**src/hdl/owbm_pkg.sv**
```systemverilog
// Shared types, register indexes and helpers for the one-wire bus master.
// Used by owbm_step and onewire_bus_master; has no dependencies.
package owbm_pkg;

	localparam int TICK_W   = 10;
	localparam int CFG_IDX_W = 3;
	localparam int BYTE_W   = 8;
	localparam int BIT_IDX_W = 3;

	// Configuration register indexes
	localparam logic [CFG_IDX_W-1:0] CFG_RESET_LOW      = 3'd0;
	localparam logic [CFG_IDX_W-1:0] CFG_PRESENCE_DELAY = 3'd1;
	localparam logic [CFG_IDX_W-1:0] CFG_RESET_TAIL     = 3'd2;
	localparam logic [CFG_IDX_W-1:0] CFG_SLOT_SHORT     = 3'd3;
	localparam logic [CFG_IDX_W-1:0] CFG_SLOT_LONG      = 3'd4;
	localparam logic [CFG_IDX_W-1:0] CFG_READ_RECOVERY  = 3'd5;

	// Register values after reset
	localparam logic [TICK_W-1:0] RESET_LOW_DEFAULT      = 10'd500;
	localparam logic [TICK_W-1:0] PRESENCE_DELAY_DEFAULT = 10'd80;
	localparam logic [TICK_W-1:0] RESET_TAIL_DEFAULT     = 10'd400;
	localparam logic [TICK_W-1:0] SLOT_SHORT_DEFAULT     = 10'd2;
	localparam logic [TICK_W-1:0] SLOT_LONG_DEFAULT      = 10'd70;
	localparam logic [TICK_W-1:0] READ_RECOVERY_DEFAULT  = 10'd50;

	typedef enum logic [1:0] {
		CMD_TICK  = 2'd0,
		CMD_RESET = 2'd1,
		CMD_WRITE = 2'd2,
		CMD_READ  = 2'd3
	} cmd_t;

	typedef enum logic [10:0] {
		PH_IDLE       = 11'b000_0000_0001,
		PH_RST_LOW    = 11'b000_0000_0010,
		PH_RST_WAIT   = 11'b000_0000_0100,
		PH_RST_SAMPLE = 11'b000_0000_1000,
		PH_RST_TAIL   = 11'b000_0001_0000,
		PH_WR_LOW     = 11'b000_0010_0000,
		PH_WR_HIGH    = 11'b000_0100_0000,
		PH_RD_LOW     = 11'b000_1000_0000,
		PH_RD_GAP     = 11'b001_0000_0000,
		PH_RD_SAMPLE  = 11'b010_0000_0000,
		PH_RD_REC     = 11'b100_0000_0000
	} phase_t;

	typedef struct packed {
		logic [TICK_W-1:0] reset_low;
		logic [TICK_W-1:0] presence_delay;
		logic [TICK_W-1:0] reset_tail;
		logic [TICK_W-1:0] slot_short;
		logic [TICK_W-1:0] slot_long;
		logic [TICK_W-1:0] read_recovery;
	} cfg_t;

	typedef struct packed {
		phase_t               phase;
		logic [TICK_W-1:0]    timer;
		logic [BIT_IDX_W-1:0] bit_count;
		logic [BYTE_W-1:0]    shift_byte;
		logic                 presence;
		logic [BYTE_W-1:0]    last_read;
	} state_t;

	typedef struct packed {
		logic [1:0]        command;
		logic [BYTE_W-1:0] data_byte;
		logic              line_level;
	} item_t;

	typedef struct packed {
		logic              drive_low;
		logic              busy_res;
		logic              done_res;
		logic [BYTE_W-1:0] read_byte;
		logic              presence;
	} result_t;

	// A programmed duration of zero counts as one tick
	function automatic logic [TICK_W-1:0] at_least_one(input logic [TICK_W-1:0] v);
		return (v == '0) ? TICK_W'(1) : v;
	endfunction

endpackage

```
**src/hdl/owbm_in_if.sv**
```systemverilog
// Command channel of the one-wire bus master: valid/ready plus one tick's item.
// No dependencies.
interface owbm_in_if;
	logic       valid;
	logic       ready;
	logic [1:0] command;
	logic [7:0] data_byte;
	logic       line_level;

	modport source (output valid, output command, output data_byte, output line_level,
		input ready);
	modport sink (input valid, input command, input data_byte, input line_level,
		output ready);
endinterface

```
**src/hdl/owbm_out_if.sv**
```systemverilog
// Result channel of the one-wire bus master: valid/ready plus one tick's result.
// No dependencies.
interface owbm_out_if;
	logic       valid;
	logic       ready;
	logic       drive_low;
	logic       busy_res;
	logic       done_res;
	logic [7:0] read_byte;
	logic       presence;

	modport source (output valid, output drive_low, output busy_res, output done_res,
		output read_byte, output presence, input ready);
	modport sink (input valid, input drive_low, input busy_res, input done_res,
		input read_byte, input presence, output ready);
endinterface

```
**src/hdl/owbm_step.sv**
```systemverilog
// Next-state and result logic for one bus tick of the one-wire master.
// Depends on owbm_pkg.
module owbm_step #(
	parameter int BITS_PER_BYTE = 8
) (
	input  owbm_pkg::state_t  state,
	input  owbm_pkg::cfg_t    cfg,
	input  owbm_pkg::item_t   item,
	output owbm_pkg::state_t  state_next,
	output owbm_pkg::result_t result
);
	import owbm_pkg::*;

	localparam logic [BIT_IDX_W-1:0] LAST_BIT = BIT_IDX_W'(BITS_PER_BYTE - 1);

	state_t            nxt;
	logic              drive;
	logic              done;
	logic              finish;
	logic [TICK_W-1:0] tail;
	logic [BYTE_W-1:0] shifted;

	// Run one tick of the current phase
	always_comb begin
		nxt     = state;
		drive   = 1'b0;
		finish  = 1'b0;
		tail    = '0;
		shifted = state.shift_byte >> 1;
		case (state.phase)
			PH_IDLE: begin
				case (cmd_t'(item.command))
					CMD_RESET: begin
						nxt.phase = PH_RST_LOW;
						nxt.timer = at_least_one(cfg.reset_low);
					end
					CMD_WRITE: begin
						nxt.shift_byte = item.data_byte;
						nxt.bit_count  = '0;
						nxt.phase      = PH_WR_LOW;
						nxt.timer      = at_least_one(item.data_byte[0] ?
							cfg.slot_short : cfg.slot_long);
					end
					CMD_READ: begin
						nxt.shift_byte = '0;
						nxt.bit_count  = '0;
						nxt.phase      = PH_RD_LOW;
					end
					default: ;
				endcase
			end
			PH_RST_LOW: begin
				drive = 1'b1;
				if (state.timer > TICK_W'(1)) begin
					nxt.timer = state.timer - TICK_W'(1);
				end else begin
					nxt.phase = PH_RST_WAIT;
					nxt.timer = at_least_one(cfg.presence_delay);
				end
			end
			PH_RST_WAIT: begin
				if (state.timer > TICK_W'(1)) begin
					nxt.timer = state.timer - TICK_W'(1);
				end else begin
					nxt.phase = PH_RST_SAMPLE;
				end
			end
			PH_RST_SAMPLE: begin
				nxt.presence = ~item.line_level;
				tail = at_least_one(cfg.reset_tail);
				if (tail <= TICK_W'(1)) begin
					finish = 1'b1;
				end else begin
					nxt.phase = PH_RST_TAIL;
					nxt.timer = tail - TICK_W'(1);
				end
			end
			PH_RST_TAIL: begin
				if (state.timer > TICK_W'(1)) begin
					nxt.timer = state.timer - TICK_W'(1);
				end else begin
					finish = 1'b1;
				end
			end
			PH_WR_LOW: begin
				drive = 1'b1;
				if (state.timer > TICK_W'(1)) begin
					nxt.timer = state.timer - TICK_W'(1);
				end else begin
					nxt.phase = PH_WR_HIGH;
					nxt.timer = at_least_one(state.shift_byte[0] ?
						cfg.slot_long : cfg.slot_short);
				end
			end
			PH_WR_HIGH: begin
				if (state.timer > TICK_W'(1)) begin
					nxt.timer = state.timer - TICK_W'(1);
				end else begin
					nxt.shift_byte = shifted;
					if (state.bit_count >= LAST_BIT) begin
						finish = 1'b1;
					end else begin
						nxt.bit_count = state.bit_count + BIT_IDX_W'(1);
						nxt.phase     = PH_WR_LOW;
						nxt.timer     = at_least_one(shifted[0] ?
							cfg.slot_short : cfg.slot_long);
					end
				end
			end
			PH_RD_LOW: begin
				drive     = 1'b1;
				nxt.phase = PH_RD_GAP;
			end
			PH_RD_GAP: begin
				nxt.phase = PH_RD_SAMPLE;
			end
			PH_RD_SAMPLE: begin
				if (item.line_level) begin
					nxt.shift_byte[state.bit_count] = 1'b1;
				end
				tail = at_least_one(cfg.read_recovery);
				if (tail > TICK_W'(1)) begin
					nxt.phase = PH_RD_REC;
					nxt.timer = tail - TICK_W'(1);
				end else begin
					// one-tick recovery ends on the sample tick itself
					nxt.timer = TICK_W'(1);
					if (state.bit_count >= LAST_BIT) begin
						nxt.last_read = nxt.shift_byte;
						finish = 1'b1;
					end else begin
						nxt.bit_count = state.bit_count + BIT_IDX_W'(1);
						nxt.phase     = PH_RD_LOW;
					end
				end
			end
			PH_RD_REC: begin
				if (state.timer > TICK_W'(1)) begin
					nxt.timer = state.timer - TICK_W'(1);
				end else if (state.bit_count >= LAST_BIT) begin
					nxt.last_read = state.shift_byte;
					finish = 1'b1;
				end else begin
					nxt.bit_count = state.bit_count + BIT_IDX_W'(1);
					nxt.phase     = PH_RD_LOW;
				end
			end
			default: begin
				nxt.phase = PH_IDLE;
			end
		endcase
		done = finish;
		if (finish) begin
			nxt.phase = PH_IDLE;
			nxt.timer = '0;
		end
	end

	assign state_next       = nxt;
	assign result.drive_low = drive;
	assign result.busy_res  = (state.phase != PH_IDLE);
	assign result.done_res  = done;
	assign result.read_byte = nxt.last_read;
	assign result.presence  = nxt.presence;

endmodule

```
**src/hdl/onewire_bus_master.sv**
```systemverilog
// One-wire bus master timing engine. Every transfer on the request channel is one
// microsecond tick of bus time and yields exactly one result transfer, in order.
// A transfer is taken in every cycle unless results back up: the tick's item is held
// in an input register, one pass of the phase logic updates the bus state and fills
// the result register, and the sustained rate is one tick per clock while results are
// taken, set by the phase/timer update loop. A full result register that is not taken
// stalls the input side; nothing is dropped. Write the timing registers only while no
// operation is running.
// Depends on owbm_pkg, owbm_in_if, owbm_out_if and owbm_step.
module onewire_bus_master #(
	parameter int BITS_PER_BYTE = 8
) (
	input  logic                              clk,
	input  logic                              arst_n,
	input  logic                              cfg_we,
	input  logic [owbm_pkg::CFG_IDX_W-1:0]    cfg_index,
	input  logic [owbm_pkg::TICK_W-1:0]       cfg_data,
	owbm_in_if.sink                           request,
	owbm_out_if.source                        response
);
	import owbm_pkg::*;

	cfg_t    cfg_q;
	state_t  state_q;
	state_t  state_next;
	item_t   item_s1;
	logic    valid_s1;
	result_t step_result;
	result_t result_q;
	logic    out_valid_q;
	logic    advance;
	item_t   item_in;

	// Timing registers
	always_ff @(posedge clk or negedge arst_n) begin
		if (!arst_n) begin
			cfg_q.reset_low      <= RESET_LOW_DEFAULT;
			cfg_q.presence_delay <= PRESENCE_DELAY_DEFAULT;
			cfg_q.reset_tail     <= RESET_TAIL_DEFAULT;
			cfg_q.slot_short     <= SLOT_SHORT_DEFAULT;
			cfg_q.slot_long      <= SLOT_LONG_DEFAULT;
			cfg_q.read_recovery  <= READ_RECOVERY_DEFAULT;
		end else if (cfg_we) begin
			case (cfg_index)
				CFG_RESET_LOW:      cfg_q.reset_low      <= cfg_data;
				CFG_PRESENCE_DELAY: cfg_q.presence_delay <= cfg_data;
				CFG_RESET_TAIL:     cfg_q.reset_tail     <= cfg_data;
				CFG_SLOT_SHORT:     cfg_q.slot_short     <= cfg_data;
				CFG_SLOT_LONG:      cfg_q.slot_long      <= cfg_data;
				CFG_READ_RECOVERY:  cfg_q.read_recovery  <= cfg_data;
				default: ;
			endcase
		end
	end

	// Advance the input stage when the result register can take its outcome
	assign advance       = valid_s1 && (!out_valid_q || response.ready);
	assign request.ready = !valid_s1 || advance;

	assign item_in.command    = request.command;
	assign item_in.data_byte  = request.data_byte;
	assign item_in.line_level = request.line_level;

	// Hold the accepted tick
	always_ff @(posedge clk or negedge arst_n) begin
		if (!arst_n) begin
			valid_s1 <= 1'b0;
		end else if (request.ready) begin
			valid_s1 <= request.valid;
		end
	end

	always_ff @(posedge clk) begin
		if (request.valid && request.ready) begin
			item_s1 <= item_in;
		end
	end

	owbm_step #(
		.BITS_PER_BYTE(BITS_PER_BYTE)
	) u_step (
		.state      (state_q),
		.cfg        (cfg_q),
		.item       (item_s1),
		.state_next (state_next),
		.result     (step_result)
	);

	// Commit the bus state once per processed tick
	always_ff @(posedge clk or negedge arst_n) begin
		if (!arst_n) begin
			state_q.phase      <= PH_IDLE;
			state_q.timer      <= '0;
			state_q.bit_count  <= '0;
			state_q.shift_byte <= '0;
			state_q.presence   <= 1'b0;
			state_q.last_read  <= '0;
		end else if (advance) begin
			state_q <= state_next;
		end
	end

	// Result register; drop the valid once the transfer completes
	always_ff @(posedge clk or negedge arst_n) begin
		if (!arst_n) begin
			out_valid_q <= 1'b0;
		end else if (advance) begin
			out_valid_q <= 1'b1;
		end else if (response.ready) begin
			out_valid_q <= 1'b0;
		end
	end

	always_ff @(posedge clk) begin
		if (advance) begin
			result_q <= step_result;
		end
	end

	assign response.valid     = out_valid_q;
	assign response.drive_low = result_q.drive_low;
	assign response.busy_res  = result_q.busy_res;
	assign response.done_res  = result_q.done_res;
	assign response.read_byte = result_q.read_byte;
	assign response.presence  = result_q.presence;

endmodule

```
**src/flat_wrapper.sv**
```systemverilog
// flat-port wrapper written by rule: the top's interface ports become plain ports
module onewire_bus_master_flat import owbm_pkg::*;
#(
	parameter int BITS_PER_BYTE = 8
)
  (clk, arst_n, cfg_we, cfg_index, cfg_data, request_valid, request_command, request_data_byte, request_line_level, request_ready, response_valid, response_drive_low, response_busy_res, response_done_res, response_read_byte, response_presence, response_ready);
  owbm_in_if request_i ();
  owbm_out_if response_i ();
  input  logic clk;
  input  logic arst_n;
  input  logic cfg_we;
  input  logic [owbm_pkg::CFG_IDX_W-1:0] cfg_index;
  input  logic [owbm_pkg::TICK_W-1:0] cfg_data;
  input wire logic [$bits(request_i.valid)-1:0] request_valid;
  input wire logic [$bits(request_i.command)-1:0] request_command;
  input wire logic [$bits(request_i.data_byte)-1:0] request_data_byte;
  input wire logic [$bits(request_i.line_level)-1:0] request_line_level;
  output wire logic [$bits(request_i.ready)-1:0] request_ready;
  output wire logic [$bits(response_i.valid)-1:0] response_valid;
  output wire logic [$bits(response_i.drive_low)-1:0] response_drive_low;
  output wire logic [$bits(response_i.busy_res)-1:0] response_busy_res;
  output wire logic [$bits(response_i.done_res)-1:0] response_done_res;
  output wire logic [$bits(response_i.read_byte)-1:0] response_read_byte;
  output wire logic [$bits(response_i.presence)-1:0] response_presence;
  input wire logic [$bits(response_i.ready)-1:0] response_ready;
  assign request_i.valid = request_valid;
  assign request_i.command = request_command;
  assign request_i.data_byte = request_data_byte;
  assign request_i.line_level = request_line_level;
  assign request_ready = request_i.ready;
  assign response_valid = response_i.valid;
  assign response_drive_low = response_i.drive_low;
  assign response_busy_res = response_i.busy_res;
  assign response_done_res = response_i.done_res;
  assign response_read_byte = response_i.read_byte;
  assign response_presence = response_i.presence;
  assign response_i.ready = response_ready;
  onewire_bus_master #(.BITS_PER_BYTE(BITS_PER_BYTE)) u_core (.clk(clk), .arst_n(arst_n), .cfg_we(cfg_we), .cfg_index(cfg_index), .cfg_data(cfg_data), .request(request_i), .response(response_i));
endmodule
```
**config.mk**
```make
export PLATFORM = sky130hd
export DESIGN_NAME = onewire_bus_master_flat
export DESIGN_NICKNAME = d
export VERILOG_FILES = /design/src/hdl/owbm_pkg.sv /design/src/hdl/owbm_in_if.sv /design/src/hdl/owbm_out_if.sv /design/src/hdl/owbm_step.sv /design/src/hdl/onewire_bus_master.sv /design/src/flat_wrapper.sv
export SDC_FILE = /design/constraint.sdc
export NUM_CORES = 1
export LEC_CHECK = 0
export ABC_AREA = 1
export BUFFER_PORTS_ARGS = -buffer_cell sky130_fd_sc_hd__buf_4
export CAP_MARGIN = 0
export CORE_ASPECT_RATIO = 0.8
export CORE_MARGIN = 3
export CORE_UTILIZATION = 60
export DETAILED_ROUTE_END_ITERATION = 10
export GPL_TIMING_DRIVEN = 1
export HOLD_SLACK_MARGIN = 0.15
export PLACE_DENSITY_LB_ADDON = 0.12
export SYNTH_ARGS = -nofsm -noshare
export SYNTH_HDL_FRONTEND = slang
export SYNTH_SLANG_ARGS = --single-unit
```
**constraint.sdc**
```tcl
create_clock -name clk -period 4.9 [get_ports clk]
set_input_delay 0.735 -clock clk [delete_from_list [all_inputs] [get_ports clk]]
set_output_delay 0.735 -clock clk [all_outputs]
set_load 0.01 [all_outputs]
```
Word level (Yosys, flattened, before mapping)
Index checks and enable logic that the tools add are counted.

operators by class
  add/subtract/negate cells = 4
  mux-type cells = 53
  reduce and logical (&&, ||, !) cells = 32
  order comparisons = 6
  bitwise operators = 2
  equality and inequality tests = 37

operators with widths
  operator                                                                 count
  10-bit 2-to-1 mux                                                        14
  11-bit case mux with 11 select lines                                     1
  11-bit 2-to-1 mux                                                        7
  10-bit logical NOT                                                       7
  10-bit case mux with 7 select lines                                      1
  21-bit 2-to-1 mux                                                        3
  8-bit 2-to-1 mux                                                         5
  11-bit case mux with 3 select lines                                      1
  10-bit by 1-bit subtractor with 10-bit output, second input constant     3
  24-bit 2-to-1 mux                                                        1
  8-bit case mux with 3 select lines                                       1
  11-bit case mux with 2 select lines                                      1
  3-bit inequality test, second input constant                             7
  10-bit by 1-bit > comparator with 1-bit output, second input constant    2
  10-bit case mux with 2 select lines                                      1
  8-bit case mux with 2 select lines                                       1
  3-bit case mux with 4 select lines                                       1
  2-bit AND reduction                                                      6
  11-bit by 1-bit equality test with 1-bit output, second input constant   1
  11-bit by 10-bit equality test with 1-bit output, second input constant  1
  11-bit equality test, second input constant                              1
  11-bit by 2-bit equality test with 1-bit output, second input constant   1
  11-bit by 3-bit equality test with 1-bit output, second input constant   1
  11-bit by 4-bit equality test with 1-bit output, second input constant   1
  41 further kinds                                                         65

word-level totals
  logic and storage cells = 156
  output and inout bits = 14
  register bits = 126

Longest topological paths before layout
  depth in word-level cells = 9
  gate-level depth with buffers = 20

By module
Synthesis repeated with hierarchy kept, for this count alone.

unflattened totals
  cells, all modules = 1320
  area, all modules = 8917.3 um^2

modules (own cells, without submodules)
  module              cells each  times used  area an instance (um^2)
  onewire_bus_master  481         1           4808.4
  owbm_step           839         1           4108.9

Worst setup path before layout
OpenSTA, ideal clock, no wires.

  kind = register to register
  start point = reg u_core.cfg_q[4] in the netlist's numbering
  end point = reg u_core.state_q[37] in the netlist's numbering
  stages on the path, launching flop included = 20
  setup time = 121 ps
  clock period less this slack = 2459 ps
  arrival = 2338 ps
  slack = 2441 ps
  path through = dfstp_2 -> nor2_2 -> nand2_2 -> nor2_1 -> a21oi_1 -> ha_1 -> inv_1 -> nand2_1 -> nand3_1 -> nor2_4 -> nand3_1 -> nand3_2 -> nand3_2 -> nand2_4 -> inv_2 -> nand2_1 -> nand2_2 -> buf_6 -> nand2_1 -> o21ai_2

on the way
  longest elaborated chain between the ends = 7
  elaborated cells between the ends (all ways) = 18

RTL lines
  item                                                                                      line                      RTL
  start, declared                                                                           onewire_bus_master.sv:23  cfg_t cfg_q;
  10-bit logical NOT                                                                        owbm_pkg.sv:81            return (v == '0) ? TICK_W'(1) : v;
  10-bit 2-to-1 mux (*)                                                                     owbm_pkg.sv:81
  10-bit by 1-bit > comparator with 1-bit output (*)                                        owbm_step.sv:122          if (tail > TICK_W'(1)) begin
  1-bit 2-to-1 mux                                                                          owbm_step.sv:122
  1-bit case mux with 4 select lines                                                        owbm_step.sv:30           case (state.phase)
  5-bit by 2-bit inequality test with 1-bit output (no line), or another cell as far along  -
  10-bit AND reduction (no line)                                                            -
  end signal, assigned                                                                      onewire_bus_master.sv:99  state_q <= state_next;
  end, declared                                                                             onewire_bus_master.sv:24  state_t state_q;

Mark *: on every way between the ends. The rest lies on a longest branch, timed or not.
A chain may end at the register's enable or synchronous reset.

Final worst setup path
  start point = reg u_core.cfg_q[4] in the netlist's numbering
  end point = reg u_core.state_q[39] in the netlist's numbering

The elaborated chain is that of the path after synthesis.

==> results.yml <==
timing:
  slew_violations: 0
  tns_ns: 0
  hold-worst-slack_ns: 0.409
  maxSlewHeadroom_pct: 34.8
  hold_viol: 0
  rsz0062_at_grt: "no"
  setup_viol: 0
  fin_ws_ns: 1.76
  fmax_ghz: 0.318
  post-route-period-util_pct: 64.1
  period_minus_slack_ns: 3.14
  tightest_slew_ns: 0.978
  skew_ns: 0.0101
yosys:
  ys_seq_area_share_pct: 42.2
  synthArstFlopShare_pct: 81.7
  syn_inst: 1093
  synth_nets: 1134
  synth.distinct_cells: 41
  syn_area_per_cell_um2: 7.13
  yosys.area_share.simple_pct: 32.5
  synth-seq-cells: 126
  synth_compound_area_share_pct: 13.8
  syn_area_um2: 7800
  synth_top_family_by_area: "simple AND/OR/NAND/NOR gates"
  synthAdderAreaFrac_pct: 1.93
  synth_top_flop_cell: "dfrtp_1"
  synth_xor_area_share_pct: 0.786
  synthMuxAreaShare_pct: 0.128
  synth_edf_count: 23
  ys_warn_count: 0
cts:
  htree_levels: 4
  cts_buffers: 17
  clk_pin_slew_ns: 0.06
  cts_tree: "done"
  ctsHoldBuffers: 0
  numClockSinks: 126
  cts_buffer_depth: 2
  clk_latency_ns: 0.43
  clk_root_buffer_cell: "clkbuf_16"
  postCtsSetupRepairBufs: 0
  cts-resized-gates: 0
critical_path:
  critical_path_arrival_ns: 3.43
  critPathMaxStageDelay_ns: 0.58
  worstSetupPathType: "flip-flop to flip-flop"
  crit_path_end_kind: "flip-flop"
  cp_top_family: "simple AND/OR/NAND/NOR gates"
  worstPathCellList: "nor2_2 > nand2_2 > nor2_1 > a21oi_1 > ha_1 > inv_1 > nand2_1 > nand3_1 > nor2_4 > nand3_1 > nand3_2 > nand3_2 > nand2_4 > inv_2 > nand2_1 > nand2_2 > nand2_1 > o21ai_2"
  crit_buf_inv: 2
  required_ns: 5.19
  cp-start-kind: "flip-flop"
  worstPathMaxFanout: 21
  cp_slowest_cell: "dfstp_2"
  cpMostUsedCell: "nand2_1"
drt:
  first_pass_iters: 5
  viasPerCell: 5.58
  drc_errors: 0
  routed_wl_mm: 21.6
  wire_per_inst_um: 16.5
  drtIter0Drc: 836
  ant_nets: 0
  dr_total_vias: 7302
floorplanning:
  dieHeight_um: 108
  start_util_pct: 62.7
  fp.dieW_um: 133
  rows: 36
  die_area_um2: 14400
  coreArea_um2: 12400
  ios: 43
layout:
  drive_above_1_share_pct: 13.3
  mostFrequentLayoutCell: "nand2_1"
  layout_common_cells: "366 x nand2_1, 126 x inv_1, 117 x o21ai_0"
  nets: 1166
  num_antenna_cells: 0
  syn_to_final_growth_pct: 12.3
  fin_cells: 1309
global_route:
  track_usage_pct: 31.3
  grt_pass1_vias: 6685
  grt_max_degree: 70
  gr-total-overflow: 0
  grt_pass1_wl_mm: 35.0
  grt_antenna_before_repair: 0
pwr:
  powerDensity_nw_per_um2: 573
  total_power_mw: 5.02
  peakVddDrop_mv: 0.357
  p_leak_nw: 4.37
placed_design:
  dp.cells: 1277
  place_worst_setup_slack_ns: 1.88
  dp_hpwl_mm: 16.2
  gp_congestion: 1.00
  io_buffers: 42
worst_hold_path:
  hold_class: "input pin to asynchronous set/reset pin"
status:
  status: "finished, final reports clean"
job:
  maxCapViolations: 0
==> synthesized netlist by cell type, types with 2 or more instances <==
master     count  area share, %
nand2_4        8            1.2
a21oi_1       27            1.7
nor3_1         4           0.26
ha_1          12            1.9
o2111ai_1      6           0.67
nand3_1       67            4.3
or2_2          2           0.16
nor3_2         2           0.26
inv_1        126            6.1
o21ai_0      117            7.5
clkbuf_1      21            1.0
nand2_2        8           0.64
o21ai_2       10            1.1
o22ai_1        5           0.40
nor2_2         9           0.72
nand3_2        3           0.39
o211ai_1       3           0.29
o221ai_1       7           0.79
nand2_1      366             18
xor2_1         3           0.34
edfxtp_1      23            8.9
inv_2          7           0.34
xnor2_1        4           0.45
dfstp_2       19            6.4
dfrtp_1       84             27
buf_2          5           0.32
a31oi_1        4           0.32
nand4_1       11           0.88
nor2_4         4           0.58
buf_6          5           0.72
o21ai_1       15           0.96
nor2_1        97            4.7
==> worst register-to-register path: stages, from the launching register on <==
cell	delay, ns
dfstp_2	0.58
nor2_2	0.07
nand2_2	0.12
nor2_1	0.06
a21oi_1	0.22
ha_1	0.24
inv_1	0.06
nand2_1	0.05
nand3_1	0.10
nor2_4	0.20
nand3_1	0.21
nand3_2	0.12
nand3_2	0.10
nand2_4	0.11
inv_2	0.07
nand2_1	0.08
nand2_2	0.26
nand2_1	0.25
o21ai_2	0.08
==> final cells by class <==
cell class	instances	area, um^2
Multi-Input combinational cell	800	3830
Inverter	135	509
Sequential cell	126	3290
Fill cell	1052	3680
Clock buffer	19	433
Tap cell	171	214
Clock inverter	13	141
Timing Repair Buffer	45	338
==> metal layers <==
metal	vias to the layer above	track usage (%)	routed length (um)
met2	293	45.8	9290
met5	-	0	0
met3	39	7.58	1710
met4	0	8.96	368
li1	3577	-	-
met1	3393	46.6	10200
==> cells by family (layout without fill, tap and decap cells) <==
logic type | count (synthesis) | after routing
AO/OA/AOI/OAI | 194 | 194
AND/OR/NAND/NOR | 586 | 586
buffers and inverters | 167 | 212
flip-flops | 126 | 126
XOR/XNOR | 7 | 7
adder cells (fa/ha/maj) | 12 | 12
multiplexers | 1 | 1
==> power by group <==
part           internal (mW)  total (mW)  switching (mW)
Combinational          0.692        2.20            1.51
Sequential              1.33        1.57           0.234
Clock                  0.751        1.24           0.493
Total                   2.78        5.02            2.24
==> worst paths after layout <==
kind | startpoint | end | slack (ns) | cells after the start
max | u_core.cfg_q[4] | u_core.state_q[39] | 1.76 | 18
min | arst_n | u_core.state_q[33] | 0.41 | 1
max reg2reg | u_core.cfg_q[4] | u_core.state_q[39] | 1.76 | 18
min reg2reg | u_core.state_q[6] | u_core.state_q[6] | 0.48 | 2
max in group asynchronous | arst_n | u_core.cfg_q[38] | 3.49 | 2
min in group clk | request_command[1] | u_core.item_s1[10] | 0.48 | 1
==> state kept, by name, summed over array words and instances (netlist names) <==
name and cells:
u_core.response.done_res 1, u_core.state_q 41, u_core.cfg_q 60, u_core.valid_s1 1, u_core.response.drive_low 1, u_core.response.valid 1
u_core.response.read_byte 8, u_core.response.busy_res 1, u_core.response.presence 1, u_core.item_s1 11
==> stage by stage <==
stage | area (um^2) | util [%]
6_report | 8750 | 70.4
5_1_grt | 8750 | 70.4
3_5_place_dp | 8180 | 65.8
2_1_floorplan | 7800 | -
4_1_cts | 8750 | 70.4
3_3_place_gp | 8180 | 65.8
No activity file was read; power rests on OpenSTA's default activity.
